[src/sv/polarization_matrix_apply_defines.svh]
// Assertion macros for the polarization matrix apply block.
// Included by the modules that carry assertions; no other dependencies.
`ifndef POLARIZATION_MATRIX_APPLY_DEFINES_SVH
`define POLARIZATION_MATRIX_APPLY_DEFINES_SVH

// Clocked check, masked while reset is high
`define PMA_ASSERT(lbl, prop, msg) \
   lbl: assert property (@(posedge clock) disable iff (reset) prop) else $error(msg);

// Clocked check that also holds through reset
`define PMA_ASSERT_ALWAYS(lbl, prop, msg) \
   lbl: assert property (@(posedge clock) prop) else $error(msg);

`endif

[src/sv/pma_pkg.sv]
// Types shared by the polarization matrix apply pipeline.
// No dependencies; imported by every module of the block.
`timescale 1ns / 1ps
`default_nettype none

package pma_pkg;

   // Packed complex word: signed real part high, signed imaginary part low
   typedef struct packed {
      logic signed [15:0] re;
      logic signed [15:0] im;
   } cplx_type;

   // Input transfer
   typedef struct packed {
      logic [31:0] in_prod_0;
      logic [31:0] in_prod_1;
      logic [31:0] in_prod_2;
      logic [31:0] in_prod_3;
      logic [31:0] jones_00;
      logic [31:0] jones_01;
      logic [31:0] jones_10;
      logic [31:0] jones_11;
      logic        conj_mode;
      logic        last_channel;
   } req_type;

   // Result transfer
   typedef struct packed {
      logic [31:0] out_prod_0;
      logic [31:0] out_prod_1;
      logic [31:0] out_prod_2;
      logic [31:0] out_prod_3;
      logic        last_out;
   } rsp_type;

   // Operands of one output: m0*a + m1*b
   typedef struct packed {
      cplx_type m0;
      cplx_type a;
      cplx_type m1;
      cplx_type b;
   } pair_type;

   // Stage 1: operands routed per output
   typedef struct packed {
      pair_type [3:0] pair;
      logic           conj;
      logic           last;
   } route_type;

   // Real partial products of one output (rr = m.re*v.re, ri = m.re*v.im, ...)
   typedef struct packed {
      logic signed [31:0] rr0;
      logic signed [31:0] ii0;
      logic signed [31:0] ri0;
      logic signed [31:0] ir0;
      logic signed [31:0] rr1;
      logic signed [31:0] ii1;
      logic signed [31:0] ri1;
      logic signed [31:0] ir1;
   } prod_set_type;

   // Stage 2: all partial products
   typedef struct packed {
      prod_set_type [3:0] prod;
      logic               conj;
      logic               last;
   } prod_type;

   // Full precision sum of one output, 26 fraction bits
   typedef struct packed {
      logic signed [33:0] re;
      logic signed [33:0] im;
   } wide_cplx_type;

   // Stage 3: exact sums
   typedef struct packed {
      wide_cplx_type [3:0] acc;
      logic                last;
   } sum_type;

endpackage

`default_nettype wire

[src/sv/pma_round.sv]
// Stage 4: round half up at 13 fraction bits, saturate to 16 bits and
// pack the result into the output register. Depends on pma_pkg.
`timescale 1ns / 1ps
`default_nettype none

module pma_round (
   input  wire logic               clock,
   input  wire logic               reset,
   input  wire logic               up_valid,
   input  wire pma_pkg::sum_type   up_data,
   output logic                    up_stall,
   output logic                    dn_valid,
   output pma_pkg::rsp_type        dn_data,
   input  wire logic               dn_stall
);
   import pma_pkg::*;

   logic    valid_ff;
   rsp_type data_ff;
   rsp_type data_in;

   // Add half an LSB, floor shift, clamp to the signed 16-bit range
   function automatic logic [15:0] round_sat(input logic signed [33:0] x);
      logic signed [34:0] t;
      logic signed [21:0] q;
      t = 35'(x) + 35'sd4096;
      q = 22'(t >>> 13);
      if (q > 22'sd32767) begin
         round_sat = 16'h7fff;
      end else if (q < -22'sd32768) begin
         round_sat = 16'h8000;
      end else begin
         round_sat = q[15:0];
      end
   endfunction

   always_comb begin
      data_in.out_prod_0 = {round_sat(up_data.acc[0].re), round_sat(up_data.acc[0].im)};
      data_in.out_prod_1 = {round_sat(up_data.acc[1].re), round_sat(up_data.acc[1].im)};
      data_in.out_prod_2 = {round_sat(up_data.acc[2].re), round_sat(up_data.acc[2].im)};
      data_in.out_prod_3 = {round_sat(up_data.acc[3].re), round_sat(up_data.acc[3].im)};
      data_in.last_out   = up_data.last;
   end

   assign up_stall = valid_ff & dn_stall;

   always_ff @(posedge clock) begin
      if (reset) begin
         valid_ff <= 1'b0;
      end else if (!up_stall) begin
         valid_ff <= up_valid;
      end
   end

   always_ff @(posedge clock) begin
      if (!up_stall && up_valid) begin
         data_ff <= data_in;
      end
   end

   assign dn_valid = valid_ff;
   assign dn_data  = data_ff;

endmodule

`default_nettype wire

[config.mk]
export PLATFORM = sky130hd
export DESIGN_NAME = pma_round
export DESIGN_NICKNAME = d
export VERILOG_FILES = /design/src/sv/polarization_matrix_apply_defines.svh /design/src/sv/pma_pkg.sv /design/src/sv/pma_round.sv
export SDC_FILE = /design/constraint.sdc
export NUM_CORES = 1
export LEC_CHECK = 0
export ABC_AREA = 1
export BUFFER_PORTS_ARGS = -buffer_cell sky130_fd_sc_hd__buf_4
export CAP_MARGIN = 20
export CORE_MARGIN = 4
export CORE_UTILIZATION = 40
export CTS_BUF_LIST = sky130_fd_sc_hd__clkbuf_8
export DETAILED_ROUTE_END_ITERATION = 10
export PLACE_DENSITY = 0.72
export SYNTH_ARGS = -nofsm -noshare
export SYNTH_HDL_FRONTEND = slang
export SYNTH_SLANG_ARGS = --single-unit
[constraint.sdc]
create_clock -name clock -period 7.55 [get_ports clock]
set_input_delay 0.3775 -clock clock [delete_from_list [all_inputs] [get_ports clock]]
set_output_delay 0.3775 -clock clock [all_outputs]
set_load 0.1 [all_outputs]
* After elaboration in Yosys (flattened, before gate mapping)
Index checks and enable logic that the tools add are counted.
** Word-level totals
- Register bits :: 130
- Input bits :: 277
- Output and inout bits :: 131
- Word-level logic and storage cells :: 45
** Operators by class
- Add/sub/neg operators :: 8
- Order comparisons :: 16
- Mux-type cells :: 8
- Bitwise gates (word level) :: 1
- Reductions and logical operators :: 2
** Operator list (count)
- $add 34x14->35 const B :: 8
- $gt 22x16->1 const B :: 8
- $lt 22x16->1 const B :: 8
- $mux 16 :: 8
- $and 1x1->1 :: 1
- $logic_and 1x1->1 :: 1
- $logic_not 1->1 :: 1

* Longest topological paths before layout
Gate-level depths: netlist of the first run.
- Word-level depth :: 3
- Depth in mapped cells :: 15
- Mapped depth without buffers :: 14

* Worst setup path after synthesis of the first run
OpenSTA, ideal clock, no wires.
- Path kind :: reg-to-reg
- Start :: register valid_ff, in the netlist dn_valid
- End :: register data_ff, in the netlist dn_data[0] (enable)
- Setup time :: 618 ps
- Arrival :: 6764 ps
- Path slack :: 168 ps
- Cell stages (with the launch flop) :: 4
- Period minus slack after synthesis :: 7382 ps
- Path through :: dfxtp_1 -> nand2_1 -> inv_1 -> nor2_1
** Between the ends
- Cells in the longest elaborated chain, start to end :: 3
** RTL lines
- start: declaration :: line pma_round.sv:18 : logic valid_ff;
- start signal: assignment :: line pma_round.sv:51 : valid_ff <= up_valid;
- $and 1x1->1 :: line pma_round.sv:45 : assign up_stall = valid_ff & dn_stall;
- net up_stall :: line pma_round.sv:11 : output logic up_stall,
- $logic_not 1->1 :: line pma_round.sv:56 : if (!up_stall && up_valid) begin
- $logic_and 1x1->1 :: line pma_round.sv:56
- end signal: assignment :: line pma_round.sv:57 : data_ff <= data_in;
- end: declaration :: line pma_round.sv:19 : rsp_type data_ff;
The timed path passes the listed nets, and every way through them passes these cells.
A chain may end at the register's enable or synchronous reset.

* Worst setup path after layout of the first run
- Start :: register valid_ff, in the netlist dn_valid
- End :: register data_ff, in the netlist dn_data[19] (enable)
** Between the ends
- Cells in the longest elaborated chain, start to end :: 3
** RTL lines (line)
- $and 1x1->1 :: pma_round.sv:45
- $logic_not 1->1 :: pma_round.sv:56
- $logic_and 1x1->1 :: pma_round.sv:56
Every way passes these cells.

==> results of run 1 <==
[power by group through the flow]
stage,clock (mW),combinational (mW),sequential (mW)
after CTS,0.590,0.706,0.865
final,0.573,0.701,0.864
after global placement,0,0.699,0.880
after detailed placement,0,0.705,0.881
after global routing,0.627,0.746,0.868
after floorplan,0,0.175,1.21
[cell usage in the layout (no fill, tap or decap), types with 2 or more instances in the layout]
cell,n
sky130_fd_sc_hd__nand2_1,561
sky130_fd_sc_hd__ha_1,8
sky130_fd_sc_hd__a21oi_1,6
sky130_fd_sc_hd__nor4_1,4
sky130_fd_sc_hd__buf_4,313
sky130_fd_sc_hd__nand2_2,25
sky130_fd_sc_hd__nand4_1,13
sky130_fd_sc_hd__inv_1,127
sky130_fd_sc_hd__nand3_2,8
sky130_fd_sc_hd__edfxtp_1,129
sky130_fd_sc_hd__o21ai_0,8
sky130_fd_sc_hd__nand2_4,4
sky130_fd_sc_hd__xnor2_1,56
sky130_fd_sc_hd__clkinv_4,5
sky130_fd_sc_hd__clkbuf_8,19
sky130_fd_sc_hd__o21ai_1,3
sky130_fd_sc_hd__nor3_1,14
sky130_fd_sc_hd__nor2_2,23
sky130_fd_sc_hd__clkinv_2,4
sky130_fd_sc_hd__and2_1,5
sky130_fd_sc_hd__a31oi_1,2
sky130_fd_sc_hd__nor2_1,112
sky130_fd_sc_hd__xor2_1,55
sky130_fd_sc_hd__nand3b_1,18
sky130_fd_sc_hd__nand3_1,55
sky130_fd_sc_hd__nor2_4,20
sky130_fd_sc_hd__inv_2,4
[final cells by class]
| cell class | count | share of cell area, % |
|---|---|---|
| tap | 319 | 3.18 |
| timing repair buffer | 313 | 18.7 |
| sequential | 130 | 31.1 |
| clock buffer | 19 | 2.09 |
| clock inverter | 13 | 0.908 |
| inverter | 131 | 3.92 |
| multi-input combinational | 1005 | 40.1 |
[synthesized netlist by cell type (5+ instances only)]
| cell | count | area [um^2] |
|---|---|---|
| sky130_fd_sc_hd__nand4_1 | 13 | 81.3 |
| sky130_fd_sc_hd__o21ai_0 | 8 | 40.0 |
| sky130_fd_sc_hd__buf_6 | 12 | 135 |
| sky130_fd_sc_hd__and2_1 | 5 | 31.3 |
| sky130_fd_sc_hd__edfxtp_1 | 129 | 3870 |
| sky130_fd_sc_hd__nor2_1 | 113 | 424 |
| sky130_fd_sc_hd__xnor2_1 | 56 | 490 |
| sky130_fd_sc_hd__nand3b_1 | 18 | 135 |
| sky130_fd_sc_hd__nand3_2 | 8 | 80.1 |
| sky130_fd_sc_hd__ha_1 | 8 | 100 |
| sky130_fd_sc_hd__nor3_1 | 14 | 70.1 |
| sky130_fd_sc_hd__nand2_1 | 561 | 2110 |
| sky130_fd_sc_hd__nor2_4 | 19 | 214 |
| sky130_fd_sc_hd__inv_1 | 126 | 473 |
| sky130_fd_sc_hd__nand2_2 | 25 | 156 |
| sky130_fd_sc_hd__nand3_1 | 55 | 275 |
| sky130_fd_sc_hd__a21oi_1 | 6 | 30.0 |
| sky130_fd_sc_hd__nor2_2 | 23 | 144 |
| sky130_fd_sc_hd__xor2_1 | 55 | 482 |
[registers in the layout, summed over array words and instances, names as in the netlist]
register  count
dn_data     129
dn_valid      1
[worst reg2reg max path, delay by kind of cell, from the launching register on]
family | cells | cell delay (ns)
buf+inv | 2 | 0.87
flops | 1 | 0.32
simple gates | 2 | 0.40
[routing by layer]
layer  GRT usage [%]  vias up  routed length, um
met5               0        -                  0
met4            6.94        0                720
met3            5.72       40               2060
met2            30.5      262              11700
met1            22.1     3913              10400
li1                -     4671                  -
[cells by family after synthesis]
kind of cell / count (synthesis)
AO/OA/AOI/OAI: 21
XOR/XNOR: 111
adder cells (fa/ha/maj): 8
buffers and inverters: 147
flip-flops: 130
AND/OR/NAND/NOR: 865
[worst paths after layout]
check	endpoint	startpoint	cells after the start	slack, ns
max	dn_data[19]	dn_valid	4	5.53
min	dn_valid	reset	2	0.10
max reg2reg	dn_data[19]	dn_valid	4	5.53
min reg2reg	dn_valid	dn_valid	2	0.50
[stage by stage]
step	utilization, %	instances	setup WS [ns]	power, mW	hold slack, ns
3_5_place_dp	51.7	1898	5.25	1.59	0.490
4_1_cts	53.3	1930	5.50	2.16	0.0625
6_report	53.3	1930	5.53	2.14	0.102
5_1_grt	53.3	1930	5.36	2.24	0.0558
2_1_floorplan	-	1282	0.168	1.38	0.447
3_3_place_gp	51.7	1898	5.33	1.58	0.457
==> reports/results.md, run 1 <==
| Step | Item | Value |
|---|---|---|
| global routing | Pin count of the biggest net entering global routing | 70 |
| sta | Period utilization | 26.8% |
| critical path | Worst path buffer plus inverter count | 2 |
| floorplan | Die W | 163 um |
| clocking | H-tree depth | 4 |
| critical path | Startpoint type of the worst setup path | register |
| drt | Post-route DRC | 0 |
| power | Clock share of power | 26.8% |
| floorplan | Area of the core | 0.0235 mm^2 |
| job | Number of max-cap violations | 0 |
| placement | Port Buffer Count | 311 |
| placement | Detail Placement HPWL | 20.0 mm |
| clocking | Number of sinks driven by the clock tree | 130 |
| finish | Fraction of final layout cells with drive strength greater than 1 | 26.8% |
| critical path | Type of destination of the critical path | register |
| critical path | Worst path cell trace | nand2_1, inv_1, nor2_4, buf_4 |
| critical path | WS Path Type | reg -> reg |
| placement | Cell area reported after detailed placement | 0.0122 mm^2 |
| yosys | XOR/XNOR Fraction of Synth Area | 10.2% |
| power | Pwr Density | 170 mW/mm^2 |
| yosys | Synthesized area per cell | 7.47 um^2 |
| yosys | Flip-flop and latch count after synthesis | 130 |
| critical path | Max stage delay on crit path | 0.79 ns |
| yosys | Proportion of synthesized area in mux cells | 0% |
| power | IR Drop Worst-Case VDD | 0.0000862 V |
| critical path | Largest driver fanout on the critical path | 69 |
| clocking | Maximum number of buffers from clock root to sink | 2 |
| drt | TritonRoute pass-1 iters | 5 |
| power | Design internal power | 1.31 mW |
| finish | Diodes inserted | 0 |
| yosys | Compound-Gate Fraction of Synth Area | 1.29% |
| clocking | CTS tree | built |
| yosys | Simple-gate portion of the synthesized area | 40.0% |
| drt | Residual antenna-violating net count after detailed routing | 0 |
| finish | Final-layout fill cell count | 2244 |
| yosys | Number of unique standard cell types used by synthesis | 32 |
| global routing | Global-route wire length before repair | 39.3 mm |
| yosys | Primary FF master, synth | sky130_fd_sc_hd__edfxtp_1 |
| run status | Status | complete, no violations |
| critical path | Cell family contributing the most delay on the critical path | buffers and inverters |
| sta | Clock Skews | 0.0154 ns |
| power | Switching component of the power | 0.825 mW |
| power | Power share of the combinational group | 32.8% |
| floorplan | Initial core utilization | 40.7% |
| yosys | Post-synthesis sequential area ratio | 40.7% |
| drt | Post-detailed-route via-to-cell ratio | 4.60 |
| finish | Synth-to-Final Area Change | 31.0% |
| sta | Final setup TNS | 0 ns |
| global routing | GRT Total Usage | 18.2% |
| sta | Unrepaired setup endpoints after global routing | no |
| finish | Storage element area | 0.00389 mm^2 |
| sta | Final number of max-transition violations | 0 |
| finish | Net count of the finished layout | 1883 |
| sta | Number of setup violations in the final report | 0 |
| sta | Actual slew at the worst max-slew pin | 0.935 ns |
| yosys | Largest family of logic cells by synthesized area | simple AND/OR/NAND/NOR gates |
| yosys | Share of synthesized flip-flops with an asynchronous set or reset | 0% |
| finish | Post-Layout Inst Area | 0.0125 mm^2 |
| global routing | Residual overflow from global routing | 0 |
| clocking | Hold Buf Count CTS | 0 |
| floorplan | Std cell rows | 56 |
| sta | Maximum clock frequency | 494 MHz |
| drt | Routed length per placed instance | 12.9 um |
| sta | Final min period | 2.02 ns |
| clocking | Clock buffer count from CTS | 17 |
| yosys | Net count after synthesis | 1567 |
| critical path | Data arrival time of the critical path | 2.07 ns |
| hold path | Hold crit path type | in -> reg |
| floorplan | Area enclosed by the die boundary | 0.0265 mm^2 |
| global routing | Antenna violations before repair | 0 |
| clocking | Clock transition at path regs | 0.08 ns |
| clocking | Clock latency reported for the late side of the worst-skew pair | 0.43 ns |
| drt | Number of violations reported at the end of detailed-routing iteration 0 | 437 |
| clocking | Count of cells resized by post-cts repair | 0 |
| yosys | Adder-cell share of the synthesized area | 1.05% |
| power | Sequential Power Share | 40.4% |
| sta | Number of hold violations in the final report | 0 |
| placement | Global placer's final weighted congestion | 0.902 |
| drt | DR vias | 8886 |
| sta | Worst-case headroom to the max-slew limit | 37.7% |
| yosys | Number of synthesized flops with an enable pin | 129 |
| clocking | Root buf cell | sky130_fd_sc_hd__clkbuf_8 |
| global routing | Via count of the first global-routing pass | 8226 |
| clocking | Post-CTS repair timing setup buffer count | 0 |
| power | Total leakage power | 5.88 nW |
| critical path | Cell with the biggest individual delay on the critical path | sky130_fd_sc_hd__buf_4 |
| yosys | Yosys warning count | 0 |
| yosys | Post-synthesis cell count | 1282 |
| power | Switching power as a share of total power | 38.6% |
| yosys | Area of the mapped netlist | 0.00957 mm^2 |
| drt | Sum of routed wire length over all layers | 24.9 mm |
| floorplan | Top Ports | 408 |
| critical path | Required time of the critical path | 7.60 ns |
| finish | Footprint of the multi-input gates | 0.00503 mm^2 |
| floorplan | Die height | 163 um |
(Power assumes the default switching activity.)
==> run 2: changes to the inputs <==
--- a/config.mk
+++ b/config.mk
@@ -12,7 +12,7 @@
 export CORE_UTILIZATION = 40
 export CTS_BUF_LIST = sky130_fd_sc_hd__clkbuf_8
 export DETAILED_ROUTE_END_ITERATION = 10
-export PLACE_DENSITY = 0.72
+export PLACE_DENSITY = 0.75
 export SYNTH_ARGS = -nofsm -noshare
 export SYNTH_HDL_FRONTEND = slang
 export SYNTH_SLANG_ARGS = --single-unit
==> constraint.sdc (replaced) <==
create_clock -name clock -period 1.7 [get_ports clock]
set_input_delay 0.085 -clock clock [delete_from_list [all_inputs] [get_ports clock]]
set_output_delay 0.085 -clock clock [all_outputs]
set_load 0.1 [all_outputs]
==> reports/results.md, run 2 (same netlist as run 1, synthesis figures left out) <==
| Step | Item | Value | Change |
|---|---|---|---|
| floorplan | Area of the core | 0.0235 mm^2 | unchanged |
| clocking | Clock transition at path regs | 0.09 ns | about the same |
| sta | Clock Skews | 0.0137 ns | -0.00172 ns |
| drt | Number of violations reported at the end of detailed-routing iteration 0 | 438 | +0.23% |
| drt | Detailed route wirelength on metal2 | 12.9 mm | +11% |
| job | Number of max-cap violations | 0 | unchanged |
| drt | Residual antenna-violating net count after detailed routing | 0 | unchanged |
| finish | Diodes inserted | 0 | unchanged |
| finish | Fraction of final layout cells with drive strength greater than 1 | 30.0% | +3.2 points |
| critical path | Type of destination of the critical path | register |  |
| sta | Fin worst setup slack | 0.220 ns | -5.31 ns |
| critical path | WS Path Type | in -> reg |  |
| clocking | Clock buffer count from CTS | 17 | unchanged |
| sta | Worst-case headroom to the max-slew limit | 70.8% | +33 points |
| sta | Number of hold violations in the final report | 0 | unchanged |
| critical path | Largest driver fanout on the critical path | 15 | -78% |
| finish | Synth-to-Final Area Change | 38.0% |  |
| clocking | Clock latency reported for the late side of the worst-skew pair | 0.43 ns | about the same |
| drt | Highest layer used for signal routing | met4 |  |
| sta | Actual slew at the worst max-slew pin | 0.437 ns | -0.498 ns |
| global routing | Residual overflow from global routing | 0 | unchanged |
| sta | Hold slack final | 0.0418 ns | -0.0598 ns |
| placement | Worst setup slack before clock tree synthesis | -0.169 ns | -5.42 ns |
| global routing | Pin count of the biggest net entering global routing | 69 | -1.4% |
| critical path | Startpoint type of the worst setup path | input pin |  |
| floorplan | Die W | 163 um | unchanged |
| floorplan | Area enclosed by the die boundary | 0.0265 mm^2 | unchanged |
| sta | Maximum clock frequency | 676 MHz |  |
| global routing | GRT Total Usage | 18.9% | +0.67 points |
| power | Total leakage power | 6.28 nW | +6.8% |
| drt | Routed length on met1 | 10.7 mm | +3.2% |
| clocking | Number of sinks driven by the clock tree | 130 | unchanged |
| power | Design internal power | 5.81 mW | +340% |
| finish | Footprint of the multi-input gates | 0.00504 mm^2 | +0.25% |
| finish | Number of flip-flops under the largest register name | 129 | unchanged |
| hold path | Min-delay src | up_data[265] |  |
| clocking | H-tree depth | 4 | unchanged |
| drt | Sum of routed wire length over all layers | 25.9 mm | +4.0% |
| drt | Total length of routed met3 wires | 1.65 mm | -20% |
| power | Switching power as a share of total power | 38.7% | +0.15 points |
| critical path | Origin of the critical flop-to-flop path | dn_valid |  |
| critical path | Data arrival time of the critical path | 1.66 ns | -0.41 ns |
| floorplan | Initial core utilization | 40.7% | unchanged |
| drt | Post-route DRC | 0 | unchanged |
| sta | Period utilization | 87.1% |  |
| finish | Storage element area | 0.00390 mm^2 | about the same |
| sta | Number of setup violations in the final report | 0 | unchanged |
| floorplan | Top Ports | 408 | unchanged |
| global routing | Global-route wire length before repair | 40.9 mm | +3.9% |
| run status | Status | complete, no violations |  |
| sta | Unrepaired setup endpoints after global routing | no |  |
| power | IR Drop Worst-Case VDD | 0.000427 V | +400% |
| sta | Final number of max-transition violations | 0 | unchanged |
| power | Pwr Density | 718 mW/mm^2 | +320% |
| critical path | Worst setup path startpoint | up_data[135] |  |
| power | Clock share of power | 25.6% | -1.2 points |
| drt | Post-detailed-route via-to-cell ratio | 4.61 | about the same |
| floorplan | Std cell rows | 56 | unchanged |
| sta | Final min period | 1.48 ns |  |
| floorplan | Die height | 163 um | unchanged |
| drt | DR vias | 9264 | +4.3% |
| finish | Final-layout fill cell count | 2264 | +0.89% |
| power | Power share of the combinational group | 33.9% | +1.1 points |
| finish | Leading cell type in the layout, fill and taps excluded | sky130_fd_sc_hd__nand2_1 |  |
| clocking | Maximum number of buffers from clock root to sink | 2 | unchanged |
| placement | Port Buffer Count | 311 | unchanged |
| global routing | Antenna violations before repair | 0 | unchanged |
| critical path | Required time of the critical path | 1.88 ns | -5.72 ns |
| hold path | Hold crit path type | in -> reg |  |
| clocking | CTS tree | built |  |
| drt | TritonRoute pass-1 iters | 5 | unchanged |
| placement | Global placer's final weighted congestion | 0.926 | +2.7% |
| clocking | Root buf cell | sky130_fd_sc_hd__clkbuf_8 |  |
| drt | Routed length per placed instance | 12.9 um | -0.22% |
| power | Switching component of the power | 3.68 mW | +350% |
| power | Sequential Power Share | 40.5% | about the same |
| finish | Net count of the finished layout | 1964 | +4.3% |
| finish | Top library cells by usage in the layout, fill and taps aside | 560 x sky130_fd_sc_hd__nand2_1, 384 x sky130_fd_sc_hd__buf_4, 129 x sky130_fd_sc_hd__edfxtp_1 |  |
| global routing | Via count of the first global-routing pass | 8940 | +8.7% |
| placement | Detail Placement HPWL | 20.9 mm | +4.6% |
[run 2: changes by cell type in the layout (fill, tap and decap cells not counted), moves of 2 or more]
cell	delta
sky130_fd_sc_hd__buf_4	+71
sky130_fd_sc_hd__clkbuf_8	-2
sky130_fd_sc_hd__dlygate4sd3_1	+6
sky130_fd_sc_hd__clkinvlp_4	+2
sky130_fd_sc_hd__clkinv_1	+2
sky130_fd_sc_hd__buf_12	+4
sky130_fd_sc_hd__nand2_4	+2
[run 2: repair_timing]
item	4_1_cts	5_1_grt
endpoints found under the setup margin	0	4
gates resized for setup	0	1
hold endpoints to repair	5	0
hold buffers	6	0
buffers inserted	0	0
[run 2: metal layers]
metal	GRT usage, %	vias to the layer above
met1	22.4	4138
met5	0	-
met2	34.1	277
li1	-	4820
met4	6.75	0
met3	3.64	29
[run 2: final timing paths]
path | slack (ns) | depth (start not counted) | endpoint
worst max-delay path | 0.22 | 11 | dn_data[89]
worst min-delay path | 0.04 | 5 | dn_data[30]
worst max register to register | 0.27 | 4 | dn_data[125]
worst min register to register | 0.94 | 4 | dn_data[38]
[run 2: worst max-delay path, stage by stage]
cell	delay [ns]
sky130_fd_sc_hd__dlygate4sd3_1	0.54
sky130_fd_sc_hd__buf_4	0.12
sky130_fd_sc_hd__nand2_1	0.04
sky130_fd_sc_hd__nor3b_1	0.22
sky130_fd_sc_hd__nand3_1	0.10
sky130_fd_sc_hd__nand2_1	0.10
sky130_fd_sc_hd__nor2_1	0.05
sky130_fd_sc_hd__nand2_1	0.10
sky130_fd_sc_hd__nand2_4	0.13
sky130_fd_sc_hd__nand2_1	0.10
sky130_fd_sc_hd__nand2_1	0.06
[run 2: power groups by stage]
| stage | Clock, mW | Combinational [mW] | Sequential, mW |
|---|---|---|---|
| 6_report | 2.43 | 3.21 | 3.84 |
| 5_1_grt | 2.64 | 3.41 | 3.86 |
| 4_1_cts | 2.52 | 3.23 | 3.85 |
| 3_5_place_dp | 0 | 3.21 | 3.92 |
| 3_3_place_gp | 0 | 3.18 | 3.91 |
| 2_1_floorplan | 0 | 0.782 | 5.34 |
[run 2: layout make-up]
class,instances,share of cell area (%)
clock buffer,17,1.77
inverter,131,3.75
multi-input combinational,1005,38.2
sequential,130,29.5
clock inverter,15,0.909
timing repair buffer,394,22.9
tap,319,3.02
[run 2: metrics by stage]
step / util, % / setup TNS, ns / area [um^2] / total power, mW / cells
finish: 56.1 / 0 / 13200 / 9.49 / 2011
global route: 56.1 / 0 / 13200 / 9.92 / 2011
CTS: 56.1 / 0 / 13200 / 9.59 / 2011
floorplan: - / -231.83 / 9600 / 6.12 / 1282
detailed placement: 54.3 / -11.40 / 12800 / 7.13 / 1973
global placement: 54.3 / -4.93 / 12800 / 7.09 / 1973
==> run 3: changes to the inputs <==
--- a/config.mk
+++ b/config.mk
@@ -8,6 +8,7 @@
 export ABC_AREA = 1
 export BUFFER_PORTS_ARGS = -buffer_cell sky130_fd_sc_hd__buf_4
 export CAP_MARGIN = 20
+export CORE_ASPECT_RATIO = 1.4
 export CORE_MARGIN = 4
 export CORE_UTILIZATION = 40
 export CTS_BUF_LIST = sky130_fd_sc_hd__clkbuf_8
==> reports/results.md, run 3 (same netlist as run 1, synthesis figures left out) <==
| Step | Item | Value | Change |
|---|---|---|---|
| drt | Routed length per placed instance | 13.6 um | +5.9% |
| finish | Top library cells by usage in the layout, fill and taps aside | 551 x sky130_fd_sc_hd__nand2_1, 393 x sky130_fd_sc_hd__buf_4, 129 x sky130_fd_sc_hd__edfxtp_1 |  |
| run status | Status | complete, no violations |  |
| floorplan | Std cell rows | 66 | +18% |
| job | Number of max-cap violations | 0 | unchanged |
| sta | Period utilization | 90.1% | +3.0 points |
| sta | Worst-case headroom to the max-slew limit | 66.2% | -4.5 points |
| drt | DR vias | 9601 | +3.6% |
| sta | Hold slack final | 0.0395 ns | -0.00229 ns |
| clocking | CTS tree | built |  |
| finish | Diodes inserted | 0 | unchanged |
| drt | TritonRoute pass-1 iters | 5 | unchanged |
| clocking | Clock transition at path regs | 0.08 ns | about the same |
| sta | Number of hold violations in the final report | 0 | unchanged |
| finish | Fraction of final layout cells with drive strength greater than 1 | 31.5% | +1.5 points |
| global routing | Residual overflow from global routing | 0 | unchanged |
| placement | Worst setup slack before clock tree synthesis | -0.205 ns | -0.0354 ns |
| floorplan | Die W | 139 um | -15% |
| global routing | GRT Total Usage | 20.3% | +1.4 points |
| sta | Number of setup violations in the final report | 0 | unchanged |
| floorplan | Die height | 191 um | +17% |
| power | IR Drop Worst-Case VDD | 0.000440 V | +2.9% |
| clocking | H-tree depth | 4 | unchanged |
| floorplan | Initial core utilization | 41.0% | +0.30 points |
| hold path | Hold crit path type | in -> reg |  |
| finish | Leading cell type in the layout, fill and taps excluded | sky130_fd_sc_hd__nand2_1 |  |
| drt | Post-route DRC | 0 | unchanged |
| floorplan | Area of the core | 0.0234 mm^2 | -0.73% |
| global routing | Global-route wire length before repair | 43.7 mm | +6.9% |
| critical path | Largest driver fanout on the critical path | 15 | unchanged |
| sta | Final min period | 1.53 ns | +0.0514 ns |
| clocking | Number of sinks driven by the clock tree | 130 | unchanged |
| critical path | WS Path Type | in -> reg |  |
| critical path | Reg-to-reg setup timing slack | 0.27 ns | about the same |
| sta | Clock Skews | 0.0182 ns | +0.00452 ns |
| finish | Synth-to-Final Area Change | 44.0% |  |
| placement | Detail Placement HPWL | 22.2 mm | +6.0% |
| floorplan | Area enclosed by the die boundary | 0.0265 mm^2 | +0.13% |
| floorplan | Top Ports | 408 | unchanged |
| finish | Non-filler cells, final | 2040 | +1.4% |
| drt | Residual antenna-violating net count after detailed routing | 0 | unchanged |
| clocking | Maximum number of buffers from clock root to sink | 2 | unchanged |
| finish | Net count of the finished layout | 2006 | +2.1% |
| finish | Number of flip-flops under the largest register name | 129 | unchanged |
| placement | Port Buffer Count | 311 | unchanged |
| critical path | Required time of the critical path | 1.89 ns | about the same |
| sta | Maximum clock frequency | 653 MHz | -3.4% |
| finish | Utilization of the core after routing | 59.0% | +2.9 points |
| sta | Fin worst setup slack | 0.168 ns | -0.0514 ns |
| power | Total leakage power | 6.58 nW | +4.7% |
| global routing | Pin count of the biggest net entering global routing | 37 | -46% |
| clocking | Root buf cell | sky130_fd_sc_hd__clkbuf_8 |  |
| placement | Global placer's final weighted congestion | 0.909 | -1.8% |
| drt | Number of violations reported at the end of detailed-routing iteration 0 | 392 | -11% |
| sta | Final number of max-transition violations | 0 | unchanged |
| drt | Post-detailed-route via-to-cell ratio | 4.71 | +2.2% |
| power | Pwr Density | 709 mW/mm^2 | -1.2% |
| sta | Actual slew at the worst max-slew pin | 0.504 ns | +0.0674 ns |
| critical path | Data arrival time of the critical path | 1.73 ns | +0.07 ns |
| critical path | Type of destination of the critical path | register |  |
| clocking | Clock buffer count from CTS | 17 | unchanged |
| drt | Sum of routed wire length over all layers | 27.8 mm | +7.5% |
| placement | Placed cell count | 1979 | +0.30% |
| clocking | Clock latency reported for the late side of the worst-skew pair | 0.46 ns | +0.03 ns |
| critical path | Startpoint type of the worst setup path | input pin |  |
| global routing | Via count of the first global-routing pass | 9395 | +5.1% |
| global routing | Antenna violations before repair | 0 | unchanged |
| sta | Unrepaired setup endpoints after global routing | no |  |
## run 3: cell count changes in the layout (fill, tap and decap cells not counted), moves of 2 or more
cell | before | now
sky130_fd_sc_hd__buf_12 | 4 | 9
sky130_fd_sc_hd__buf_4 | 384 | 393
sky130_fd_sc_hd__buf_6 | 0 | 5
sky130_fd_sc_hd__clkbuf_16 | 0 | 2
sky130_fd_sc_hd__dlygate4sd3_1 | 6 | 21
sky130_fd_sc_hd__dlymetal6s4s_1 | 0 | 6
sky130_fd_sc_hd__nand2_1 | 560 | 551
sky130_fd_sc_hd__nand2_2 | 24 | 32
sky130_fd_sc_hd__nor2_1 | 112 | 105
sky130_fd_sc_hd__nor2_2 | 23 | 28
sky130_fd_sc_hd__nor2_4 | 20 | 22
## run 3: critical path: stages
cell and delay (ns):
sky130_fd_sc_hd__dlygate4sd3_1 0.53, sky130_fd_sc_hd__buf_4 0.13, sky130_fd_sc_hd__nand2_1 0.05, sky130_fd_sc_hd__nor3b_1 0.25, sky130_fd_sc_hd__nand3_1 0.11, sky130_fd_sc_hd__nand2_1 0.10
sky130_fd_sc_hd__nor2_1 0.05, sky130_fd_sc_hd__nand2_1 0.07, sky130_fd_sc_hd__nand2_2 0.17, sky130_fd_sc_hd__nand2_1 0.12, sky130_fd_sc_hd__nand2_1 0.06
## run 3: layout make-up
class | instances | area [um^2]
Fill cell | 2074 | 9590
Multi-Input combinational cell | 1005 | 5100
Sequential cell | 130 | 3900
Timing Repair Buffer | 436 | 3520
Inverter | 131 | 498
Tap cell | 306 | 383
Clock buffer | 17 | 234
Clock inverter | 15 | 144
## run 3: power breakdown
group          switching (mW)  internal (mW)
combinational            2.38          0.987
sequential             0.0593           3.78
clock                    1.29           1.29
## run 3: metal layers
metal  routed length, um  global-route usage [%]  up-vias  share of wire [%]
li1                    -                       -     4917                  -
met1               10500                    21.6     4307                 38
met2               14200                    36.7      324                 51
met3                2210                    6.43       53                7.9
met4                 958                    9.00        0                3.4
met5                   0                       0        -                  0
## run 3: path summary, 6_finish.rpt
check                             startpoint     endpoint  cells after the start
worst max-delay path            up_data[135]  dn_data[87]                     11
worst min-delay path             up_data[82]  dn_data[65]                      4
worst max register to register      dn_valid  dn_data[28]                      5
worst min register to register      dn_valid  dn_data[69]                      4
## run 3: what timing repair did
| item | in CTS | in global routing |
|---|---|---|
| hold buffers | 27 | 0 |
| resized for setup | 0 | 35 |
| endpoints found under the setup margin | 0 | 30 |
| buffers inserted | 0 | 1 |
| hold endpoints to repair | 26 | 0 |
## run 3: metrics by stage
step	power, mW	cell area [um^2]	setup TNS [ns]
2_1_floorplan	6.12	9600	-231.83
3_3_place_gp	7.15	13000	-6.19
3_5_place_dp	7.19	13000	-9.77
4_1_cts	9.83	13600	0
5_1_grt	10.2	13800	0
6_report	9.78	13800	0
